## config.mk

```make
export PLATFORM = sky130hd
export DESIGN_NAME = bounded_array_list_sorted_insert
export DESIGN_NICKNAME = d
export VERILOG_FILES = /design/src/rtl/core/bals_pkg.sv /design/src/rtl/core/bounded_array_list_sorted_insert.sv /design/src/rtl/core/bals_ram.sv
export SDC_FILE = /design/constraint.sdc
export NUM_CORES = 2
export LEC_CHECK = 0
export BUFFER_PORTS_ARGS = -buffer_cell sky130_fd_sc_hd__buf_4
export CORE_MARGIN = 2
export CORE_UTILIZATION = 25
export CTS_CLUSTER_SIZE = 16
export DETAILED_ROUTE_END_ITERATION = 10
export SYNTH_ARGS = -nofsm -noshare
export SYNTH_HDL_FRONTEND = slang
export SYNTH_HIERARCHICAL = 1
export SYNTH_SLANG_ARGS = --single-unit
```

## constraint.sdc

```tcl
create_clock -name clk -period 12.7 [get_ports clk]
set_clock_uncertainty 0.2 [all_clocks]
set_input_delay 3.81 -clock clk [delete_from_list [all_inputs] [get_ports clk]]
set_output_delay 3.81 -clock clk [all_outputs]
set_load 0.05 [all_outputs]
```

## src/rtl/core/bals_pkg.sv

```systemverilog
// Package for the bounded sorted-insert array list: sizes, mode and status codes,
// sequencer states and the RAM request bundle.
// Used by bals_ram and by the top level; depends on nothing.
package bals_pkg;

    // Storage size and derived widths.
    localparam int CAPACITY = 64;
    localparam int ADDR_W   = $clog2(CAPACITY);
    localparam int CNT_W    = $clog2(CAPACITY + 1);

    // Fixed field widths of the transaction ports.
    localparam int DATA_W   = 32;
    localparam int MODE_W   = 3;
    localparam int POS_W    = 7;
    localparam int STATUS_W = 2;
    localparam int COUNT_W  = 7;

    // Common width for comparing a position against the entry count.
    localparam int WIDE_W   = (POS_W > CNT_W) ? POS_W : CNT_W;

    // Request modes.
    localparam logic [MODE_W-1:0] MODE_APPEND  = 3'd0;
    localparam logic [MODE_W-1:0] MODE_INSERT  = 3'd1;
    localparam logic [MODE_W-1:0] MODE_SORTED  = 3'd2;
    localparam logic [MODE_W-1:0] MODE_READ    = 3'd3;
    localparam logic [MODE_W-1:0] MODE_REVERSE = 3'd4;

    // Result status codes.
    localparam logic [STATUS_W-1:0] STAT_OK    = 2'd0;
    localparam logic [STATUS_W-1:0] STAT_RANGE = 2'd1;
    localparam logic [STATUS_W-1:0] STAT_FULL  = 2'd2;

    // Sequencer states.
    typedef enum logic [2:0] {
        S_IDLE,
        S_READ_WAIT,
        S_SCAN,
        S_SHIFT,
        S_PUT,
        S_REV_J,
        S_REV_WI,
        S_REV_WJ
    } state_t;

    // One write port and one read port of the entry memory.
    typedef struct packed {
        logic              we;
        logic [ADDR_W-1:0] waddr;
        logic [DATA_W-1:0] wdata;
        logic              re;
        logic [ADDR_W-1:0] raddr;
    } ram_req_t;

endpackage

```

## src/rtl/core/bounded_array_list_sorted_insert.sv

```systemverilog
// Top level of the bounded array list with sorted insert: sequencer, count and result register.
// Depends on bals_pkg and bals_ram.
//
//   Channel   Direction  Handshake            Payload
//   input     in         in_valid / in_stall  mode, value, position
//   output    out        out_valid/out_stall  read_value, status, count
//
// One request is worked on at a time; each gives one result transaction.
// Append, errors, insert at position count, sorted insert into an empty list and reverse of
// fewer than two entries finish in the accept cycle; a read waits in S_READ_WAIT for its data.
// Insert at p below count moves the tail up one entry at a time in S_SHIFT, then writes in S_PUT.
// Sorted insert scans in S_SCAN, then goes through S_SHIFT (unless it lands at the end) and S_PUT.
// Reverse swaps each pair in S_REV_J, S_REV_WI and S_REV_WJ; the single memory ports set these steps.
// Reset clears the count and the result valid flag; the result payload and the memory have no reset.
// A new request is taken in idle while the result register is empty or being taken.
module bounded_array_list_sorted_insert
    import bals_pkg::*;
(
    input  logic                       clk,
    input  logic                       rst_n,
    input  logic                       in_valid,
    output logic                       in_stall,
    input  logic [MODE_W-1:0]          mode,
    input  logic signed [DATA_W-1:0]   value,
    input  logic [POS_W-1:0]           position,
    output logic                       out_valid,
    input  logic                       out_stall,
    output logic signed [DATA_W-1:0]   read_value,
    output logic [STATUS_W-1:0]        status,
    output logic [COUNT_W-1:0]         count
);

    state_t                    state_reg, state_next;
    logic [CNT_W-1:0]          count_reg, count_next;
    logic [CNT_W-1:0]          lo_reg, lo_next;
    logic [CNT_W-1:0]          hi_reg, hi_next;
    logic signed [DATA_W-1:0]  value_reg, value_next;
    logic [DATA_W-1:0]         tmp_reg, tmp_next;

    logic                      out_valid_reg;
    logic signed [DATA_W-1:0]  read_value_reg;
    logic [STATUS_W-1:0]       status_reg;
    logic [CNT_W-1:0]          out_count_reg;

    logic                      emit;
    logic [DATA_W-1:0]         emit_rd;
    logic [STATUS_W-1:0]       emit_st;

    ram_req_t                  ram_req;
    logic [DATA_W-1:0]         ram_rdata;

    logic                      take_in;
    logic                      full;
    logic [WIDE_W-1:0]         pos_w;
    logic [WIDE_W-1:0]         cnt_w;
    logic                      pos_gt;
    logic                      pos_ge;
    logic                      pos_eq;
    logic                      cnt_empty;
    logic                      cnt_small;
    logic                      scan_hit;
    logic                      scan_last;
    logic                      shift_last;
    logic                      rev_more;

    bals_ram u_ram (
        .clk   (clk),
        .req   (ram_req),
        .rdata (ram_rdata)
    );

    // Handshake: a request enters only in idle with room in the result register.
    assign in_stall = !((state_reg == S_IDLE) && (!out_valid_reg || !out_stall));
    assign take_in  = in_valid && !in_stall;

    // Decode flags shared by the next-state and output logic.
    assign full       = (count_reg == CNT_W'(CAPACITY));
    assign pos_w      = WIDE_W'(position);
    assign cnt_w      = WIDE_W'(count_reg);
    assign pos_gt     = (pos_w > cnt_w);
    assign pos_ge     = (pos_w >= cnt_w);
    assign pos_eq     = (pos_w == cnt_w);
    assign cnt_empty  = (count_reg == '0);
    assign cnt_small  = (count_reg < CNT_W'(2));
    assign scan_hit   = ($signed(ram_rdata) >= value_reg);
    assign scan_last  = ((lo_reg + 1'b1) == count_reg);
    assign shift_last = ((hi_reg - 1'b1) == lo_reg);
    assign rev_more   = (({1'b0, lo_reg} + (CNT_W + 1)'(2)) < {1'b0, hi_reg});

    // Next-state logic of the sequencer.
    always_comb
    begin
        state_next = state_reg;
        case (state_reg)
            S_IDLE:
            begin
                if (take_in)
                begin
                    case (mode)
                        MODE_INSERT:
                        begin
                            if (!pos_gt && !full && !pos_eq)
                            begin
                                state_next = S_SHIFT;
                            end
                        end
                        MODE_SORTED:
                        begin
                            if (!full && !cnt_empty)
                            begin
                                state_next = S_SCAN;
                            end
                        end
                        MODE_READ:
                        begin
                            if (!pos_ge)
                            begin
                                state_next = S_READ_WAIT;
                            end
                        end
                        MODE_REVERSE:
                        begin
                            if (!cnt_small)
                            begin
                                state_next = S_REV_J;
                            end
                        end
                        default:
                        begin
                            state_next = S_IDLE;
                        end
                    endcase
                end
            end
            S_READ_WAIT:
            begin
                state_next = S_IDLE;
            end
            S_SCAN:
            begin
                if (scan_hit)
                begin
                    state_next = S_SHIFT;
                end
                else if (scan_last)
                begin
                    state_next = S_PUT;
                end
            end
            S_SHIFT:
            begin
                if (shift_last)
                begin
                    state_next = S_PUT;
                end
            end
            S_PUT:
            begin
                state_next = S_IDLE;
            end
            S_REV_J:
            begin
                state_next = S_REV_WI;
            end
            S_REV_WI:
            begin
                state_next = S_REV_WJ;
            end
            S_REV_WJ:
            begin
                state_next = rev_more ? S_REV_J : S_IDLE;
            end
            default:
            begin
                state_next = S_IDLE;
            end
        endcase
    end

    // Memory accesses, working registers and result of each state.
    always_comb
    begin
        ram_req    = '0;
        emit       = 1'b0;
        emit_rd    = '0;
        emit_st    = STAT_OK;
        count_next = count_reg;
        lo_next    = lo_reg;
        hi_next    = hi_reg;
        value_next = value_reg;
        tmp_next   = tmp_reg;
        case (state_reg)
            S_IDLE:
            begin
                if (take_in)
                begin
                    value_next = value;
                    case (mode)
                        MODE_APPEND:
                        begin
                            emit = 1'b1;
                            if (full)
                            begin
                                emit_st = STAT_FULL;
                            end
                            else
                            begin
                                ram_req.we    = 1'b1;
                                ram_req.waddr = ADDR_W'(count_reg);
                                ram_req.wdata = value;
                                count_next    = count_reg + 1'b1;
                            end
                        end
                        MODE_INSERT:
                        begin
                            if (pos_gt)
                            begin
                                emit    = 1'b1;
                                emit_st = STAT_RANGE;
                            end
                            else if (full)
                            begin
                                emit    = 1'b1;
                                emit_st = STAT_FULL;
                            end
                            else if (pos_eq)
                            begin
                                emit          = 1'b1;
                                ram_req.we    = 1'b1;
                                ram_req.waddr = ADDR_W'(count_reg);
                                ram_req.wdata = value;
                                count_next    = count_reg + 1'b1;
                            end
                            else
                            begin
                                // Start moving the tail up from the last entry.
                                ram_req.re    = 1'b1;
                                ram_req.raddr = ADDR_W'(count_reg - 1'b1);
                                hi_next       = count_reg;
                                lo_next       = CNT_W'(position);
                            end
                        end
                        MODE_SORTED:
                        begin
                            if (full)
                            begin
                                emit    = 1'b1;
                                emit_st = STAT_FULL;
                            end
                            else if (cnt_empty)
                            begin
                                emit          = 1'b1;
                                ram_req.we    = 1'b1;
                                ram_req.waddr = '0;
                                ram_req.wdata = value;
                                count_next    = count_reg + 1'b1;
                            end
                            else
                            begin
                                ram_req.re    = 1'b1;
                                ram_req.raddr = '0;
                                lo_next       = '0;
                            end
                        end
                        MODE_READ:
                        begin
                            if (pos_ge)
                            begin
                                emit    = 1'b1;
                                emit_st = STAT_RANGE;
                            end
                            else
                            begin
                                ram_req.re    = 1'b1;
                                ram_req.raddr = ADDR_W'(position);
                            end
                        end
                        MODE_REVERSE:
                        begin
                            if (cnt_small)
                            begin
                                emit = 1'b1;
                            end
                            else
                            begin
                                ram_req.re    = 1'b1;
                                ram_req.raddr = '0;
                                lo_next       = '0;
                                hi_next       = count_reg - 1'b1;
                            end
                        end
                        default:
                        begin
                            emit = 1'b1;
                        end
                    endcase
                end
            end
            S_READ_WAIT:
            begin
                emit    = 1'b1;
                emit_rd = ram_rdata;
            end
            S_SCAN:
            begin
                // The entry at lo_reg is on the read port.
                if (scan_hit)
                begin
                    ram_req.re    = 1'b1;
                    ram_req.raddr = ADDR_W'(count_reg - 1'b1);
                    hi_next       = count_reg;
                end
                else if (scan_last)
                begin
                    lo_next = count_reg;
                end
                else
                begin
                    ram_req.re    = 1'b1;
                    ram_req.raddr = ADDR_W'(lo_reg + 1'b1);
                    lo_next       = lo_reg + 1'b1;
                end
            end
            S_SHIFT:
            begin
                // Entry hi_reg - 1 arrives and moves to hi_reg; unless this is the last move, the next one is fetched.
                ram_req.we    = 1'b1;
                ram_req.waddr = ADDR_W'(hi_reg);
                ram_req.wdata = ram_rdata;
                if (!shift_last)
                begin
                    ram_req.re    = 1'b1;
                    ram_req.raddr = ADDR_W'(hi_reg - CNT_W'(2));
                    hi_next       = hi_reg - 1'b1;
                end
            end
            S_PUT:
            begin
                emit          = 1'b1;
                ram_req.we    = 1'b1;
                ram_req.waddr = ADDR_W'(lo_reg);
                ram_req.wdata = value_reg;
                count_next    = count_reg + 1'b1;
            end
            S_REV_J:
            begin
                tmp_next      = ram_rdata;
                ram_req.re    = 1'b1;
                ram_req.raddr = ADDR_W'(hi_reg);
            end
            S_REV_WI:
            begin
                ram_req.we    = 1'b1;
                ram_req.waddr = ADDR_W'(lo_reg);
                ram_req.wdata = ram_rdata;
            end
            S_REV_WJ:
            begin
                ram_req.we    = 1'b1;
                ram_req.waddr = ADDR_W'(hi_reg);
                ram_req.wdata = tmp_reg;
                if (rev_more)
                begin
                    ram_req.re    = 1'b1;
                    ram_req.raddr = ADDR_W'(lo_reg + 1'b1);
                    lo_next       = lo_reg + 1'b1;
                    hi_next       = hi_reg - 1'b1;
                end
                else
                begin
                    emit = 1'b1;
                end
            end
            default:
            begin
                emit = 1'b0;
            end
        endcase
    end

    // Control state.
    always_ff @(posedge clk or negedge rst_n)
    begin
        if (!rst_n)
        begin
            state_reg     <= S_IDLE;
            count_reg     <= '0;
            out_valid_reg <= 1'b0;
        end
        else
        begin
            state_reg <= state_next;
            count_reg <= count_next;
            if (emit)
            begin
                out_valid_reg <= 1'b1;
            end
            else if (!out_stall)
            begin
                out_valid_reg <= 1'b0;
            end
        end
    end

    // Working registers and result payload.
    always_ff @(posedge clk)
    begin
        lo_reg    <= lo_next;
        hi_reg    <= hi_next;
        value_reg <= value_next;
        tmp_reg   <= tmp_next;
        if (emit)
        begin
            read_value_reg <= emit_rd;
            status_reg     <= emit_st;
            out_count_reg  <= count_next;
        end
    end

    assign out_valid  = out_valid_reg;
    assign read_value = read_value_reg;
    assign status     = status_reg;
    assign count      = COUNT_W'(out_count_reg);

endmodule

```

## src/rtl/core/bals_ram.sv

```systemverilog
// Entry memory of the list: one write port, one read port, registered read data.
// Depends on bals_pkg for sizes and the request bundle.
module bals_ram
    import bals_pkg::*;
(
    input  logic              clk,
    input  ram_req_t          req,
    output logic [DATA_W-1:0] rdata
);

    logic [DATA_W-1:0] mem [CAPACITY];

    // Synchronous write and registered read.
    always_ff @(posedge clk)
    begin
        if (req.we)
        begin
            mem[req.waddr] <= req.wdata;
        end
        if (req.re)
        begin
            rdata <= mem[req.raddr];
        end
    end

endmodule
```

==> implementation parameters <==
Parameter                              Value

Outcome
  Result of the run    complete, no violations

CTS
  TritonCTS clock tree    built
  Clk_lat worst skew    870 ps
  Post-cts resize count    0
  Number of buffers created by CTS    216
  # clock sinks    2210
  Hold buffers post-CTS    0
  Buffers from clock root to sink, at most    3
  Clock H-tree levels    4
  Root Driver    sky130_fd_sc_hd__clkbuf_16
  Number of buffers inserted by post-CTS setup repair    0
  Clock slew at the register clock pins of the worst setup and hold paths    60 ps

Logic synthesis
  Top_reg_cell synth    sky130_fd_sc_hd__edfxtp_1
  Compound-Gate Fraction of Synth Area    0.0468
  Part of the Yosys area used for sequential elements    0.754
  Number of flops mapped to enable cells by yosys    2199
  Number of cells produced by synthesis    4376
  Post-Syn Nets    4477
  Yosys top cell area share    0.751
  Largest family of logic cells by synthesized area    multiplexers
  Mean instance size in the synthesized netlist    20.1 um^2
  Cell type with the largest total area after synthesis    sky130_fd_sc_hd__edfxtp_1
  Adder-cell share of the synthesized area    0.00782
  Simple-gate area share of the yosys netlist    0.0263
  Flip-flop and latch count after synthesis    2210
  Share of synthesized area spent on multiplexers    0.140
  Area of the mapped netlist    0.0879 mm^2
  Number of warnings printed during yosys synthesis    6
  Most area-consuming cells after synthesis    sky130_fd_sc_hd__edfxtp_1, sky130_fd_sc_hd__mux4_2, sky130_fd_sc_hd__mux2i_1, sky130_fd_sc_hd__a22oi_1, sky130_fd_sc_hd__ha_1
  FFs w/ async S/R, synth    0.00498
  Synth top cells by count    sky130_fd_sc_hd__edfxtp_1, sky130_fd_sc_hd__mux4_2, sky130_fd_sc_hd__mux2i_1
  Library cells used by synthesis    76
  Synth Area in XOR/XNOR    0.00398
  Leading cell type by number of instances after synthesis    sky130_fd_sc_hd__edfxtp_1

Timing
  Top achievable clock speed    112 MHz
  Slew of the pin with the lowest slew margin    1280 ps
  Count of endpoints failing setup in the final report    0
  Worst path setup slack after routing    3760 ps
  Slew Limit Headroom    0.148
  Final critical-path required period    8940 ps
  Number of pins with negative max-slew slack in the final report    0
  Setup repair after global routing missed its margin    no
  Hold violation count in the final report    0
  Final critical-path share of the clock period    0.704
  Sum Neg Setup Slack    0 ps

Detailed routing
  DRC violations left    0
  Detail Route Antenna Nets    0
  Wire length per cell after detailed routing    26.4 um
  Average vias per placed instance    4.95
  Initial detailed-routing violation count    6614
  Number of vias after detailed routing    46300
  Detailed-route wire length    247000 um
  Initial DRT Pass Iterations    8

Global routing
  Global route total overflow    0
  Via count of the first global-routing pass    45200
  Overall fraction of global-route tracks in use    0.135
  Global-route wire length before repair    346000 um
  Maximum number of pins on one net before global-route repair    100
  Initial antenna violation count    12

Place
  Post-place setup slack    2930 ps
  Routability congestion estimate from global placement    0.886
  IO Port Bufs    88
  Placed wire-length estimate    139000 um

Worst setup path
  Startpoint of the worst-slack reg-to-reg timing path    u_ram/rdata[13]
  Worst-path fanout max    87
  Worst setup SP type    input pin
  WS Path Type    input pin to flip-flop
  Setup slack of the worst register-to-register path    5490 ps
  Critical Path RT    13110 ps
  Depth of the most critical reg-to-reg path    13
  Worst reg2reg endpoint    u_ram/rdata[22]
  Arrival time of data at the critical path endpoint    9350 ps
  Endpoint class of the critical path    flip-flop

Layout
  Filler cell count    34100
  P&R area growth vs syn    15.4%
  Layout cell share with drive strength beyond 1    0.233
  Final Core Density    0.290
  Flip-flop count of the largest register, all copies and words added    2048
  Register containing the most flip-flops in the final layout    u_ram/mem
  Total Nets Final    4659

Power
  Power density relative to cell area    254 mW/mm^2
  Leakage power figure    31.1 nW
  Worst IR drop on VDD    0.287 mV

Min path
  Worst min-delay path category    flip-flop to flip-flop
  Number of cells on the worst hold path    2
  Startpoint of the most critical hold path    out_valid
  Destination of the worst hold path    out_valid

Flow run
  Maximum Capacitance Violations    0

Floorplanning
  Area of the die    0.357 mm^2
  Floorplan core area    0.350 mm^2
  Die Wd    597 um
  Number of placed I/O pins    89
  Die H    597 um
  Starting Density    0.251
  Site Rows    217
==> routing by layer <==
metal / track usage / vias up / share of wire
met5: 0 / - / 0.000073
met4: 0.0388 / 4 / 0.029
met3: 0.0227 / 373 / 0.097
met2: 0.222 / 2580 / 0.48
met1: 0.182 / 24700 / 0.39
li1: - / 18600 / -
==> worst max-delay path: stages <==
cell                       delay, ps
sky130_fd_sc_hd__buf_4           100
sky130_fd_sc_hd__inv_1            40
sky130_fd_sc_hd__ha_1            310
sky130_fd_sc_hd__nand2b_1        170
sky130_fd_sc_hd__a211o_1         300
sky130_fd_sc_hd__a21oi_1         320
sky130_fd_sc_hd__nand2_1         120
sky130_fd_sc_hd__nor2_1          290
sky130_fd_sc_hd__and2_1          210
sky130_fd_sc_hd__a221oi_1        110
sky130_fd_sc_hd__o221ai_4        160
sky130_fd_sc_hd__buf_12          430
sky130_fd_sc_hd__buf_4           640
sky130_fd_sc_hd__nor2b_2        1040
sky130_fd_sc_hd__a22oi_1         170
sky130_fd_sc_hd__a31oi_1         310
sky130_fd_sc_hd__o21ai_0         300
sky130_fd_sc_hd__and4_1          330
==> cell usage in the layout, fill, tap and decap left out, drive strengths merged, types with 13 or more instances in the layout <==
cell type | netlist | layout
a211o | 13 | 13
a211oi | 28 | 28
a21oi | 62 | 62
a222oi | 37 | 37
a22o | 18 | 18
a22oi | 138 | 138
a311o | 13 | 13
a31oi | 23 | 23
and3 | 50 | 50
buf | 141 | 222
bufinv | 0 | 18
clkbuf | 117 | 270
clkinv | 1 | 101
edfxtp | 2199 | 2199
ha | 55 | 55
inv | 97 | 103
mux2i | 225 | 225
mux4 | 446 | 446
nand2 | 107 | 107
nand2b | 20 | 20
nand3 | 65 | 65
nor2 | 131 | 131
nor2b | 25 | 25
nor3 | 19 | 19
o211ai | 21 | 21
o21ai | 101 | 101
o221ai | 21 | 21
o22ai | 44 | 44
xnor2 | 26 | 26
==> stage by stage <==
step	power (mW)	cell area (um^2)	std cells	hold slack, ps
after floorplan	16.0	87900	4376	264
after global placement	19.5	94500	8938	334
after detailed placement	19.7	94500	8938	355
after CTS	25.9	101000	9340	373
after global routing	26.6	101000	9345	421
final	25.8	102000	9352	358
==> cell type report <==
cell class | count | area, um^2 | share of cell area
inverter | 98 | 368 | 0.00362
multi-input combinational | 1810 | 20300 | 0.200
timing repair buffer | 222 | 1780 | 0.0176
antenna | 11 | 27.5 | 0.000271
sequential | 2210 | 66300 | 0.653
clock inverter | 132 | 1250 | 0.0123
tap | 4599 | 5750 | 0.0567
clock buffer | 270 | 5670 | 0.0559
==> cell families after synthesis <==
group	count (synthesis)
compound gates	576
buf+inv	356
simple gates	472
flops	2210
xor+xnor	36
fa+ha+maj	55
mux	671
==> worst max-delay path by stage <==
| stage | depth (start not counted) | end | slack (ps) | from |
|---|---|---|---|---|
| after CTS | 18 | u_ram/rdata[20] | 3830 | position[0] |
| after global routing | 18 | u_ram/rdata[20] | 3600 | position[0] |
| after global placement | 18 | u_ram/rdata[20] | 2840 | position[0] |
| final | 18 | u_ram/rdata[20] | 3760 | position[0] |
| after floorplan | 13 | u_ram/mem[28][0] | 4330 | position[6] |
| after detailed placement | 18 | u_ram/rdata[20] | 2930 | position[0] |
==> power by group <==
part,switching (mW),internal [mW]
logic,6.37,3.29
clock network,2.75,3.54
registers,0.382,9.45
Power figures use the tool's default switching activity.
